File: src/hw/rtl/ledtw_pkg.sv
package ledtw_pkg;

  // Configuration port geometry.
  localparam int unsigned CFG_IDX_W  = 3;
  localparam int unsigned CFG_DATA_W = 8;

  // Register indexes on the configuration port.
  localparam logic [CFG_IDX_W-1:0] REG_BRIGHTNESS      = 3'd0;
  localparam logic [CFG_IDX_W-1:0] REG_START_POSITION  = 3'd1;
  localparam logic [CFG_IDX_W-1:0] REG_DATA_COMMAND    = 3'd2;
  localparam logic [CFG_IDX_W-1:0] REG_ADDRESS_COMMAND = 3'd3;
  localparam logic [CFG_IDX_W-1:0] REG_CONTROL_COMMAND = 3'd4;

  // Register reset values.
  localparam logic [3:0] BRIGHTNESS_RST      = 4'd0;
  localparam logic [1:0] START_POSITION_RST  = 2'd0;
  localparam logic [7:0] DATA_COMMAND_RST    = 8'h40;
  localparam logic [7:0] ADDRESS_COMMAND_RST = 8'hC0;
  localparam logic [7:0] CONTROL_COMMAND_RST = 8'h80;

  // Operation codes carried in the input tuser.
  localparam logic OP_TICK = 1'b0;
  localparam logic OP_LOAD = 1'b1;

  // Digits that the input beat can supply.
  localparam int unsigned INPUT_DIGITS = 4;

  typedef struct packed {
    logic [3:0] brightness;
    logic [1:0] start_position;
    logic [7:0] data_command;
    logic [7:0] address_command;
    logic [7:0] control_command;
  } cfg_t;

  typedef struct packed {
    logic       operation;
    logic [7:0] segment_first;
    logic [7:0] segment_second;
    logic [7:0] segment_third;
    logic [7:0] segment_fourth;
    logic       dio_sample;
  } item_t;

  typedef struct packed {
    logic clock_pull_low;
    logic data_pull_low;
    logic busy_res;
    logic ack_missing;
    logic frame_done;
  } result_t;

endpackage

File: src/hw/rtl/ledtw_engine.sv
module ledtw_engine #(
  parameter int unsigned DIGIT_COUNT = 4
) (
  input  logic              clk_i,
  input  logic              rst_ni,
  input  logic              step_i,
  input  ledtw_pkg::item_t  item_i,
  input  ledtw_pkg::cfg_t   cfg_i,
  output ledtw_pkg::result_t result_o
);

  localparam int unsigned BYTE_W = $clog2(DIGIT_COUNT + 1);
  localparam logic [BYTE_W-1:0] LAST_DIGIT = BYTE_W'(DIGIT_COUNT);

  // Part of a transfer.
  localparam logic [1:0] SEG_START = 2'd0;
  localparam logic [1:0] SEG_BODY  = 2'd1;
  localparam logic [1:0] SEG_STOP  = 2'd2;

  // Transfer within a frame.
  localparam logic [1:0] XFER_DATA = 2'd0;
  localparam logic [1:0] XFER_ADDR = 2'd1;
  localparam logic [1:0] XFER_CTRL = 2'd2;

  // Bit slot eight is the acknowledge.
  localparam logic [3:0] ACK_SLOT = 4'd8;

  logic              busy_q, busy_d;
  logic [1:0]        xfer_q, xfer_d;
  logic [1:0]        seg_q, seg_d;
  logic [BYTE_W-1:0] byte_q, byte_d;
  logic [3:0]        bit_q, bit_d;
  logic [1:0]        sub_q, sub_d;
  logic              clk_low_q, clk_low_d;
  logic              data_low_q, data_low_d;
  logic              nack_q, nack_d;
  logic              done;
  logic [7:0]        digit_q [DIGIT_COUNT];
  logic [7:0]        digit_d [DIGIT_COUNT];
  logic [7:0]        seg_in [ledtw_pkg::INPUT_DIGITS];
  logic [7:0]        cur_byte;
  logic              last_byte;

  assign seg_in[0] = item_i.segment_first;
  assign seg_in[1] = item_i.segment_second;
  assign seg_in[2] = item_i.segment_third;
  assign seg_in[3] = item_i.segment_fourth;

  always_comb begin
    case (xfer_q)
      XFER_DATA: cur_byte = cfg_i.data_command;
      XFER_ADDR: begin
        if (byte_q == '0) begin
          cur_byte = cfg_i.address_command + {6'd0, cfg_i.start_position};
        end else begin
          cur_byte = digit_q[0];
        end
      end
      default: cur_byte = cfg_i.control_command + {4'd0, cfg_i.brightness};
    endcase
    last_byte = (xfer_q == XFER_ADDR) ? (byte_q == LAST_DIGIT) : 1'b1;
  end

  always_comb begin
    busy_d     = busy_q;
    xfer_d     = xfer_q;
    seg_d      = seg_q;
    byte_d     = byte_q;
    bit_d      = bit_q;
    sub_d      = sub_q;
    clk_low_d  = clk_low_q;
    data_low_d = data_low_q;
    nack_d     = nack_q;
    digit_d    = digit_q;
    done       = 1'b0;

    if (step_i) begin
      if (item_i.operation == ledtw_pkg::OP_LOAD) begin
        if (!busy_q) begin
          for (int i = 0; i < DIGIT_COUNT; i++) begin
            digit_d[i] = (i < ledtw_pkg::INPUT_DIGITS) ? seg_in[2'(i)] : 8'h00;
          end
          busy_d = 1'b1;
          xfer_d = XFER_DATA;
          seg_d  = SEG_START;
          byte_d = '0;
          bit_d  = '0;
          sub_d  = '0;
          nack_d = 1'b0;
        end
      end else if (busy_q) begin
        case (seg_q)
          SEG_START: begin
            data_low_d = 1'b1;
            seg_d      = SEG_BODY;
          end
          SEG_BODY: begin
            if (bit_q != ACK_SLOT) begin
              case (sub_q)
                2'd0:    clk_low_d  = 1'b1;
                2'd1:    data_low_d = !cur_byte[bit_q[2:0]];
                default: clk_low_d  = 1'b0;
              endcase
              if (sub_q == 2'd2) begin
                sub_d = '0;
                bit_d = bit_q + 4'd1;
              end else begin
                sub_d = sub_q + 2'd1;
              end
            end else begin
              case (sub_q)
                2'd0: begin
                  clk_low_d  = 1'b1;
                  data_low_d = 1'b0;
                end
                2'd1: clk_low_d = 1'b0;
                2'd2: begin
                  if (!item_i.dio_sample) begin
                    data_low_d = 1'b1;
                  end else begin
                    nack_d = 1'b1;
                  end
                end
                default: clk_low_d = 1'b1;
              endcase
              if (sub_q == 2'd3) begin
                sub_d = '0;
                bit_d = '0;
                // A finished digit byte moves the next digit to the front.
                if (xfer_q == XFER_ADDR && byte_q != '0) begin
                  for (int i = 0; i < DIGIT_COUNT - 1; i++) begin
                    digit_d[i] = digit_q[i+1];
                  end
                  digit_d[DIGIT_COUNT-1] = 8'h00;
                end
                if (last_byte) begin
                  seg_d = SEG_STOP;
                end else begin
                  byte_d = byte_q + BYTE_W'(1);
                end
              end else begin
                sub_d = sub_q + 2'd1;
              end
            end
          end
          SEG_STOP: begin
            case (sub_q)
              2'd0:    data_low_d = 1'b1;
              2'd1:    clk_low_d  = 1'b0;
              default: data_low_d = 1'b0;
            endcase
            if (sub_q == 2'd2) begin
              sub_d  = '0;
              byte_d = '0;
              seg_d  = SEG_START;
              if (xfer_q == XFER_CTRL) begin
                busy_d = 1'b0;
                done   = 1'b1;
                xfer_d = XFER_DATA;
              end else begin
                xfer_d = xfer_q + 2'd1;
              end
            end else begin
              sub_d = sub_q + 2'd1;
            end
          end
          default: seg_d = SEG_START;
        endcase
      end
    end
  end

  always_comb begin
    result_o.clock_pull_low = clk_low_d;
    result_o.data_pull_low  = data_low_d;
    result_o.busy_res       = busy_d;
    result_o.ack_missing    = nack_d;
    result_o.frame_done     = done;
  end

  always_ff @(posedge clk_i or negedge rst_ni) begin
    if (!rst_ni) begin
      busy_q     <= 1'b0;
      xfer_q     <= XFER_DATA;
      seg_q      <= SEG_START;
      byte_q     <= '0;
      bit_q      <= '0;
      sub_q      <= '0;
      clk_low_q  <= 1'b0;
      data_low_q <= 1'b0;
      nack_q     <= 1'b0;
    end else if (step_i) begin
      busy_q     <= busy_d;
      xfer_q     <= xfer_d;
      seg_q      <= seg_d;
      byte_q     <= byte_d;
      bit_q      <= bit_d;
      sub_q      <= sub_d;
      clk_low_q  <= clk_low_d;
      data_low_q <= data_low_d;
      nack_q     <= nack_d;
    end
  end

  always_ff @(posedge clk_i) begin
    if (step_i) begin
      digit_q <= digit_d;
    end
  end

endmodule

File: src/hw/rtl/led_driver_two_wire_frame_sender_top.sv
// Channel  | Direction | Payload
// s_axis   | in        | tuser: operation; tdata: four segment bytes, dio_sample
// m_axis   | out       | tdata: pin levels, busy, ack missing; tlast: frame done
// cfg      | in        | write enable, register index, register data
//
// Every input beat produces exactly one output beat, and a new input beat can be taken
// in every cycle while the output is not stalled: the frame sequencer advances once per
// beat and its result lands in a single output register in the cycle after acceptance.
// While that register holds a beat that has not been taken, s_axis_tready is low.
// Reset is asynchronous and active low; it releases both bus lines and idles the block.
// The digit store has no reset and is filled by each load beat taken while idle.
module led_driver_two_wire_frame_sender_top #(
  parameter int unsigned DIGIT_COUNT = 4
) (
  input  logic                             clk_i,
  input  logic                             rst_ni,

  input  logic                             s_axis_tvalid,
  output logic                             s_axis_tready,
  // From bit 0: segment_first, segment_second, segment_third, segment_fourth,
  // dio_sample, then zero padding.
  input  logic [39:0]                      s_axis_tdata,
  // Bit 0: operation (0 tick, 1 load).
  input  logic                             s_axis_tuser,

  output logic                             m_axis_tvalid,
  input  logic                             m_axis_tready,
  // From bit 0: clock_pull_low, data_pull_low, busy_res, ack_missing,
  // then zero padding.
  output logic [7:0]                       m_axis_tdata,
  // frame_done: this beat was the last bus phase of the frame.
  output logic                             m_axis_tlast,

  input  logic                             cfg_we_i,
  input  logic [ledtw_pkg::CFG_IDX_W-1:0]  cfg_idx_i,
  input  logic [ledtw_pkg::CFG_DATA_W-1:0] cfg_data_i
);

  ledtw_pkg::cfg_t    cfg_q;
  ledtw_pkg::item_t   item;
  ledtw_pkg::result_t step_res;
  ledtw_pkg::result_t out_res_q;
  logic               out_valid_q;
  logic               in_accept;

  // Configuration registers. Writes to unknown indexes are dropped.
  always_ff @(posedge clk_i or negedge rst_ni) begin
    if (!rst_ni) begin
      cfg_q.brightness      <= ledtw_pkg::BRIGHTNESS_RST;
      cfg_q.start_position  <= ledtw_pkg::START_POSITION_RST;
      cfg_q.data_command    <= ledtw_pkg::DATA_COMMAND_RST;
      cfg_q.address_command <= ledtw_pkg::ADDRESS_COMMAND_RST;
      cfg_q.control_command <= ledtw_pkg::CONTROL_COMMAND_RST;
    end else if (cfg_we_i) begin
      case (cfg_idx_i)
        ledtw_pkg::REG_BRIGHTNESS:      cfg_q.brightness      <= cfg_data_i[3:0];
        ledtw_pkg::REG_START_POSITION:  cfg_q.start_position  <= cfg_data_i[1:0];
        ledtw_pkg::REG_DATA_COMMAND:    cfg_q.data_command    <= cfg_data_i;
        ledtw_pkg::REG_ADDRESS_COMMAND: cfg_q.address_command <= cfg_data_i;
        ledtw_pkg::REG_CONTROL_COMMAND: cfg_q.control_command <= cfg_data_i;
        default: ;
      endcase
    end
  end

  // Unpack the input beat.
  always_comb begin
    item.operation      = s_axis_tuser;
    item.segment_first  = s_axis_tdata[7:0];
    item.segment_second = s_axis_tdata[15:8];
    item.segment_third  = s_axis_tdata[23:16];
    item.segment_fourth = s_axis_tdata[31:24];
    item.dio_sample     = s_axis_tdata[32];
  end

  // The output register frees up in the same cycle that its beat is taken.
  assign s_axis_tready = !out_valid_q || m_axis_tready;
  assign in_accept     = s_axis_tvalid && s_axis_tready;

  ledtw_engine #(
    .DIGIT_COUNT(DIGIT_COUNT)
  ) u_engine (
    .clk_i    (clk_i),
    .rst_ni   (rst_ni),
    .step_i   (in_accept),
    .item_i   (item),
    .cfg_i    (cfg_q),
    .result_o (step_res)
  );

  always_ff @(posedge clk_i or negedge rst_ni) begin
    if (!rst_ni) begin
      out_valid_q <= 1'b0;
    end else if (in_accept) begin
      out_valid_q <= 1'b1;
    end else if (m_axis_tready) begin
      out_valid_q <= 1'b0;
    end
  end

  always_ff @(posedge clk_i) begin
    if (in_accept) begin
      out_res_q <= step_res;
    end
  end

  assign m_axis_tvalid = out_valid_q;
  assign m_axis_tdata  = {4'd0, out_res_q.ack_missing, out_res_q.busy_res,
                          out_res_q.data_pull_low, out_res_q.clock_pull_low};
  assign m_axis_tlast  = out_res_q.frame_done;

  // Each accepted beat shows up as an output beat in the next cycle.
  assert property (@(posedge clk_i) disable iff (!rst_ni)
    in_accept |=> out_valid_q)
    else $error("accepted beat produced no output beat");

  // After any load the block reports a frame in progress.
  assert property (@(posedge clk_i) disable iff (!rst_ni)
    in_accept && s_axis_tuser == ledtw_pkg::OP_LOAD |=> out_res_q.busy_res)
    else $error("load did not leave the block busy");

  // The last phase of a frame leaves the block idle.
  assert property (@(posedge clk_i) disable iff (!rst_ni)
    out_valid_q && out_res_q.frame_done |-> !out_res_q.busy_res)
    else $error("frame done reported while still busy");

endmodule

File: config.mk
export PLATFORM = sky130hd
export DESIGN_NAME = led_driver_two_wire_frame_sender_top
export DESIGN_NICKNAME = d
export VERILOG_FILES = /design/src/hw/rtl/ledtw_pkg.sv /design/src/hw/rtl/ledtw_engine.sv /design/src/hw/rtl/led_driver_two_wire_frame_sender_top.sv
export SDC_FILE = /design/constraint.sdc
export NUM_CORES = 1
export LEC_CHECK = 0
export BUFFER_PORTS_ARGS = -buffer_cell sky130_fd_sc_hd__buf_2
export CAP_MARGIN = 10
export CORE_MARGIN = 3
export CORE_UTILIZATION = 35
export DETAILED_ROUTE_END_ITERATION = 10
export GPL_ROUTABILITY_DRIVEN = 0
export GPL_TIMING_DRIVEN = 0
export PLACE_DENSITY_LB_ADDON = 0.15
export SYNTH_ARGS = -nofsm -noshare
export SYNTH_HDL_FRONTEND = slang
export SYNTH_SLANG_ARGS = --single-unit
File: constraint.sdc
create_clock -name clk_i -period 3.5 [get_ports clk_i]
set_input_delay 0.175 -clock clk_i [delete_from_list [all_inputs] [get_ports clk_i]]
set_output_delay 0.175 -clock clk_i [all_outputs]
set_load 0.005 [all_outputs]
==> Word level (Yosys, flattened, before mapping) <==
Cells that the tools add are included.
Widths: inputs -> output; s select.
{ "totals": {"regBits": 85, "latch_bits": 0, "ramBits": 0, "romBits": 0, "input_bits": 57, "output_inout_bits": 11, "elab_cells": 163, "n_memories": 0} }
{ "op_classes": {"add_sub_neg": 6, "n_mul": 0, "n_div": 0, "n_lt_le_gt_ge": 1, "n_eq_ne": 21, "shifts": 0, "muxes": 76, "bitwise": 3, "reduce_logical": 32} }
{ "ops": {"columns": ["op", "count"], "rows": [
  ["$mux 32", 7],
  ["$mux 2", 17],
  ["$mux 4", 7],
  ["$mux 1", 26],
  ["$mux 3", 7],
  ["$pmux 8 s2", 1],
  ["$reduce_and 7->1", 2],
  ["$reduce_bool 2->1", 7],
  ["$pmux 1 s2", 5],
  ["$reduce_and 2->1", 5],
  ["$ne 3x2->1 const B", 3],
  ["$ne 3x3->1 const B", 3],
  ["$reduce_bool 3->1", 3],
  ["$add 8x2->8", 1],
  ["$add 8x4->8", 1],
  ["$eq 2x2->1 const B", 4],
  ["$mux 8", 1],
  ["$reduce_and 8->1", 1],
  ["$eq 2x1->1 const B", 3],
  ["$eq 3x2->1 const B", 2],
  ["$eq 3x3->1 const B", 2],
  ["$logic_not 2->1", 3],
  ["$logic_not 3->1", 2],
  ["$pmux 2 s3", 1],
  ["19 further kinds", 25]
]} }

==> Depth between registers and ports, before layout <==
{ "depth": {"word_depth": 11, "ltp_mapped": 9, "ltp_nobuf": 8} }

==> Cells and area by module <==
A second synthesis with hierarchy kept.
{ "unflattened": {"cells_unflattened": 379, "area_unflattened_um2": 4157.7} }
{ "by_module_without_submodules": {"columns": ["mod", "n_inst", "cells_per_inst", "area_per_inst_um2"], "rows": [
  ["ledtw_engine", 1, 298, 2737.6],
  ["led_driver_two_wire_frame_sender_top", 1, 81, 1420.1]
]} }

==> Worst setup path before layout <==
OpenSTA, ideal clock, no wires.
{ "synth_path": {"kind": "reg-to-reg", "start": "register cfg_q[0] in the netlist's numbering", "end": "register out_res_q (netlist bit m_axis_tdata[1]), data pin", "arrival_ns": 2.047, "required_time_ns": 3.231, "slack_ns": 1.184, "path_stages_with_launch": 9, "path_cell_list": "dfrtp_1 -> ha_1 -> fa_1 -> a211oi_1 -> o21ai_0 -> a311o_1 -> o2111a_1 -> o32ai_1 -> a21oi_1"} }
{ "synth_between": {"elab_chain_len": 10} }
{ "synth_rtl": {"columns": ["item", "line", "text"], "rows": [
  ["start, declared", "led_driver_two_wire_frame_sender_top.sv:39", "ledtw_pkg::cfg_t cfg_q;"],
  ["$add 8x4->8", "ledtw_engine.sv:59", "default: cur_byte = cfg_i.control_command + {4'd0, cfg_i.brightness};"],
  ["$pmux 8 s2", "ledtw_engine.sv:50", "case (xfer_q)"],
  ["$bmux 1 s3", "ledtw_engine.sv:101", "2'd1: data_low_d = !cur_byte[bit_q[2:0]];"],
  ["$mux 1 (implied by the code)", "ledtw_engine.sv:101", null],
  ["$logic_not 1->1", "ledtw_engine.sv:101", null],
  ["$mux 1", "ledtw_engine.sv:99", "case (sub_q)"],
  ["$mux 1", "ledtw_engine.sv:98", "if (bit_q != ACK_SLOT) begin"],
  ["$pmux 1 s3", "ledtw_engine.sv:92", "case (seg_q)"],
  ["$mux 1", "ledtw_engine.sv:91", "end else if (busy_q) begin"],
  ["$mux 1", "ledtw_engine.sv:78", "if (item_i.operation == ledtw_pkg::OP_LOAD) begin"],
  ["net u_engine.data_low_d", "ledtw_engine.sv:35", "logic data_low_q, data_low_d;"],
  ["end signal, assigned", "led_driver_two_wire_frame_sender_top.sv:103", "out_res_q <= step_res;"],
  ["end, declared", "led_driver_two_wire_frame_sender_top.sv:42", "ledtw_pkg::result_t out_res_q;"]
]} }
The timed path passes the listed nets, and every way through them passes these cells. The select of a mux whose other input is x is not followed.
A chain may end at the register's enable or synchronous reset.

==> Worst setup path in the final report <==
Same ends and word-level chain as after synthesis.

==> impl_metrics.csv <==
group,metric,value,unit
status,status,"completed",
logic_synthesis,syn_area,0.00406,mm^2
timing,maxSlewHeadroom,40.2,%
worst_setup_path,crit_path_cell_trace,"ha_1, fa_1, a211oi_1, o21ai_0, a311o_1, o2111a_1, o32ai_1, a21oi_1",
timing,finalSetupTns,0,ps
routing,finalWirelength,9350,um
floorplanning,num_rows,38,
timing,finalHoldViolCount,0,
routing,wl_per_cell,16.2,um
timing,fmax,0.365,GHz
logic_synthesis,synth_seq_cells,69,
logic_synthesis,yosys_most_used_dff,"dfrtp_1",
timing,rsz0062_at_grt,"no",
global_routing,antenna_found_initial,0,
worst_setup_path,reg2reg_to,"m_axis_tdata[1]$_DFFE_PP_",
power_and_ir_drop,vdd_drop_max,223,uV
logic_synthesis,synth.avg_cell_area,10.8,um^2
logic_synthesis,ys.warnings.count,0,
min_path,min_to,"m_axis_tvalid$_DFFE_PN0P_",
flow_run,cap_violations,0,
clock_network,postCtsSetupRepairBufs,0,
floorplanning,io_pins,68,
global_routing,grt_pass1_wl,15900,um
power_and_ir_drop,power.density,708,mW/mm^2
logic_synthesis,yosys-top-cells-area,"dfrtp_1 27%, edfxtp_1 16%, mux2_2 11%",
routing,antenna_left,0,
worst_setup_path,crit_slowest_cell,"fa_1",
clock_network,cts_tree,"yes",
final_layout,drive_gt1_share,27.9,%
routing,drt_iter0_drc,184,
logic_synthesis,ys_types,67,
global_routing,first_global_vias,3020,
worst_setup_path,cp_max_fo,3,
floorplanning,initial_utilization,36.6,%
floorplanning,dieArea,0.0129,mm^2
min_path,worstHoldStart,"s_axis_tvalid",
logic_synthesis,synth_top_cell_by_area,"dfrtp_1",
logic_synthesis,synth_edf_count,21,
floorplanning,die_h,114,um
worst_setup_path,reg2reg_depth,8,
clock_network,cts_buffer_depth,2,
worst_setup_path,regToRegSetupSlack,760,ps
final_layout,final_area,0.00479,mm^2
timing,finalCritPeriodShare,78.3,%
routing,drc_errors,0,
final_layout,syn2layout_area_growth,18.1,%
final_layout,final_util,43.2,%
clock_network,clk_latency,330,ps
final_layout,final_nets,515,
logic_synthesis,synth_cells,376,
placed_design,hpwl,6950,um
worst_setup_path,critical_path_class,"flip-flop to flip-flop",
final_layout,diodes,0,
clock_network,clk_pin_slew_worst_paths,60,ps
placed_design,placed_area,0.00445,mm^2
worst_setup_path,crit_required,3550,ps
worst_setup_path,start_kind,"flip-flop",
floorplanning,core_area,0.0111,mm^2
routing,vias,2998,
logic_synthesis,synth_common_cells,"44 x dfrtp_1, 39 x mux2_2, 37 x nand2_1, 27 x o21ai_0, 23 x ha_1",
clock_network,htree_levels,3,
floorplanning,die_w,114,um
worst_setup_path,max_stage_delay,420,ps
routing,dr.pass1.iters,5,
worst_setup_path,r2r_start,"cfg_q[0]$_DFFE_PN0P_",
power_and_ir_drop,p_leak,0.00203,uW
timing,worst_pin_slew,893,ps
min_path,holdPathStages,2,
timing,finalWorstPathRequiredPeriod,2740,ps
clock_network,cts_made_buffers,9,
clock_network,root_buffer,"clkbuf_16",
timing,skew,5.45,ps
global_routing,grt_max_degree,49,
logic_synthesis,seq_area_frac_synth,45.3,%
min_path,hp-class,"input port to flip-flop",
global_routing,grt.overflow.total,0,
logic_synthesis,ys_async_sr_fraction,69.6,%
global_routing,grt_usage,15.7,%
routing,detail_route.vias_per_cell,5.19,
worst_setup_path,cp-end-kind,"flip-flop",
timing,setup_viol,0,
logic_synthesis,synth.most_common_cell,"dfrtp_1",
logic_synthesis,yosysTopAreaCellShare,27.1,%
worst_setup_path,critPathArrivalTime,2790,ps
timing,slew_viol_final,0,
clock_network,cts_sinks,69,
placed_design,port_buffers,40,
[metal layers]
layer	wire, um	track usage (%)
met1	4640	22.6
met2	4140	23.6
met3	397	2.71
met4	171	6.01
met5	0	0
[power breakdown]
part           total [uW]  internal (uW)  switching, uW  leakage [uW]
combinational        1270            548            725       0.00110
clock                 945            616            329      0.000151
sequential           1170           1010            161      0.000774
[kinds of logic after synthesis]
logic type	after synthesis	synth area share, %
AND/OR/NAND/NOR	122	16.4
multiplexers	41	11.3
AO/OA/AOI/OAI	82	13.7
other	1	0.0924
XOR/XNOR	5	1.08
adder cells (fa/ha/maj)	25	8.08
buffers and inverters	31	4.04
flip-flops	69	45.3
[cell type report]
cell class	count	area (um^2)
Buffer	16	108
Clock buffer	10	229
Clock inverter	6	77.6
Fill cell	1058	6290
Inverter	15	56.3
Multi-Input combinational cell	279	2070
Sequential cell	69	1840
Tap cell	140	175
Timing Repair Buffer	43	241
[worst max-delay path by stage]
stage / from / to / slack (ps) / depth (start not counted)
after floorplan: cfg_q[0]$_DFFE_PN0P_ / m_axis_tdata[1]$_DFFE_PP_ / 1180 / 8
after global placement: u_engine.bit_q[0]$_DFFE_PN0P_ / u_engine.digit_q[20]$_SDFFCE_PN0P_ / 590 / 6
after detailed placement: cfg_q[0]$_DFFE_PN0P_ / m_axis_tdata[1]$_DFFE_PP_ / 810 / 8
after CTS: cfg_q[0]$_DFFE_PN0P_ / m_axis_tdata[1]$_DFFE_PP_ / 790 / 8
after global routing: cfg_q[0]$_DFFE_PN0P_ / m_axis_tdata[1]$_DFFE_PP_ / 610 / 8
final: cfg_q[0]$_DFFE_PN0P_ / m_axis_tdata[1]$_DFFE_PP_ / 760 / 8
[registers in the layout, summed over array words and instances (netlist names)]
register and cells:
cfg_q 30, m_axis_tdata 4, m_axis_tlast 1, m_axis_tvalid 1, u_engine.bit_q 4, u_engine.busy_q 1, u_engine.byte_q 3, u_engine.clk_low_q 1
u_engine.data_low_q 1, u_engine.digit_q 16, u_engine.nack_q 1, u_engine.seg_q 2, u_engine.sub_q 2, u_engine.xfer_q 2
[layout by cell type, fill, tap and decap left out, types with 3 or more instances in the layout]
cell,n
or3_1,3
edfxtp_1,21
and4_1,3
o31ai_1,3
dfstp_2,4
buf_2,43
o21ai_0,27
nor2_1,16
a211oi_1,6
o22ai_1,5
clkbuf_16,9
nand3_1,13
inv_1,15
a31oi_1,4
a21o_1,3
a21oi_1,11
nor3_1,8
ha_1,23
dfrtp_1,44
conb_1,4
nand2_1,37
xor2_1,5
and2_1,9
nor2b_1,9
buf_4,4
mux2_2,39
clkbuf_1,5
[what timing repair did]
action | 4_1_cts | 5_1_grt
gates resized for setup | 0 | 0
endpoints found under the hold margin | 0 | 12
endpoints found under the setup margin | 0 | 0
hold buffers | 0 | 1
[stage by stage]
step	instances	setup slack (ps)	hold slack, ps	total power, uW
3_3_place_gp	559	593	405	2420
2_1_floorplan	379	1180	-121	2080
3_5_place_dp	560	813	415	2440
4_1_cts	576	789	72.1	3400
6_report	578	759	72.1	3390
5_1_grt	578	608	85.4	3640
[worst max-delay path, delay by kind of cell (launching register included)]
family          cells  cell delay [ps]
compound gates      6             1400
fa+ha+maj           2              670
flops               1              380
No activity file was read; power rests on OpenSTA's default activity.
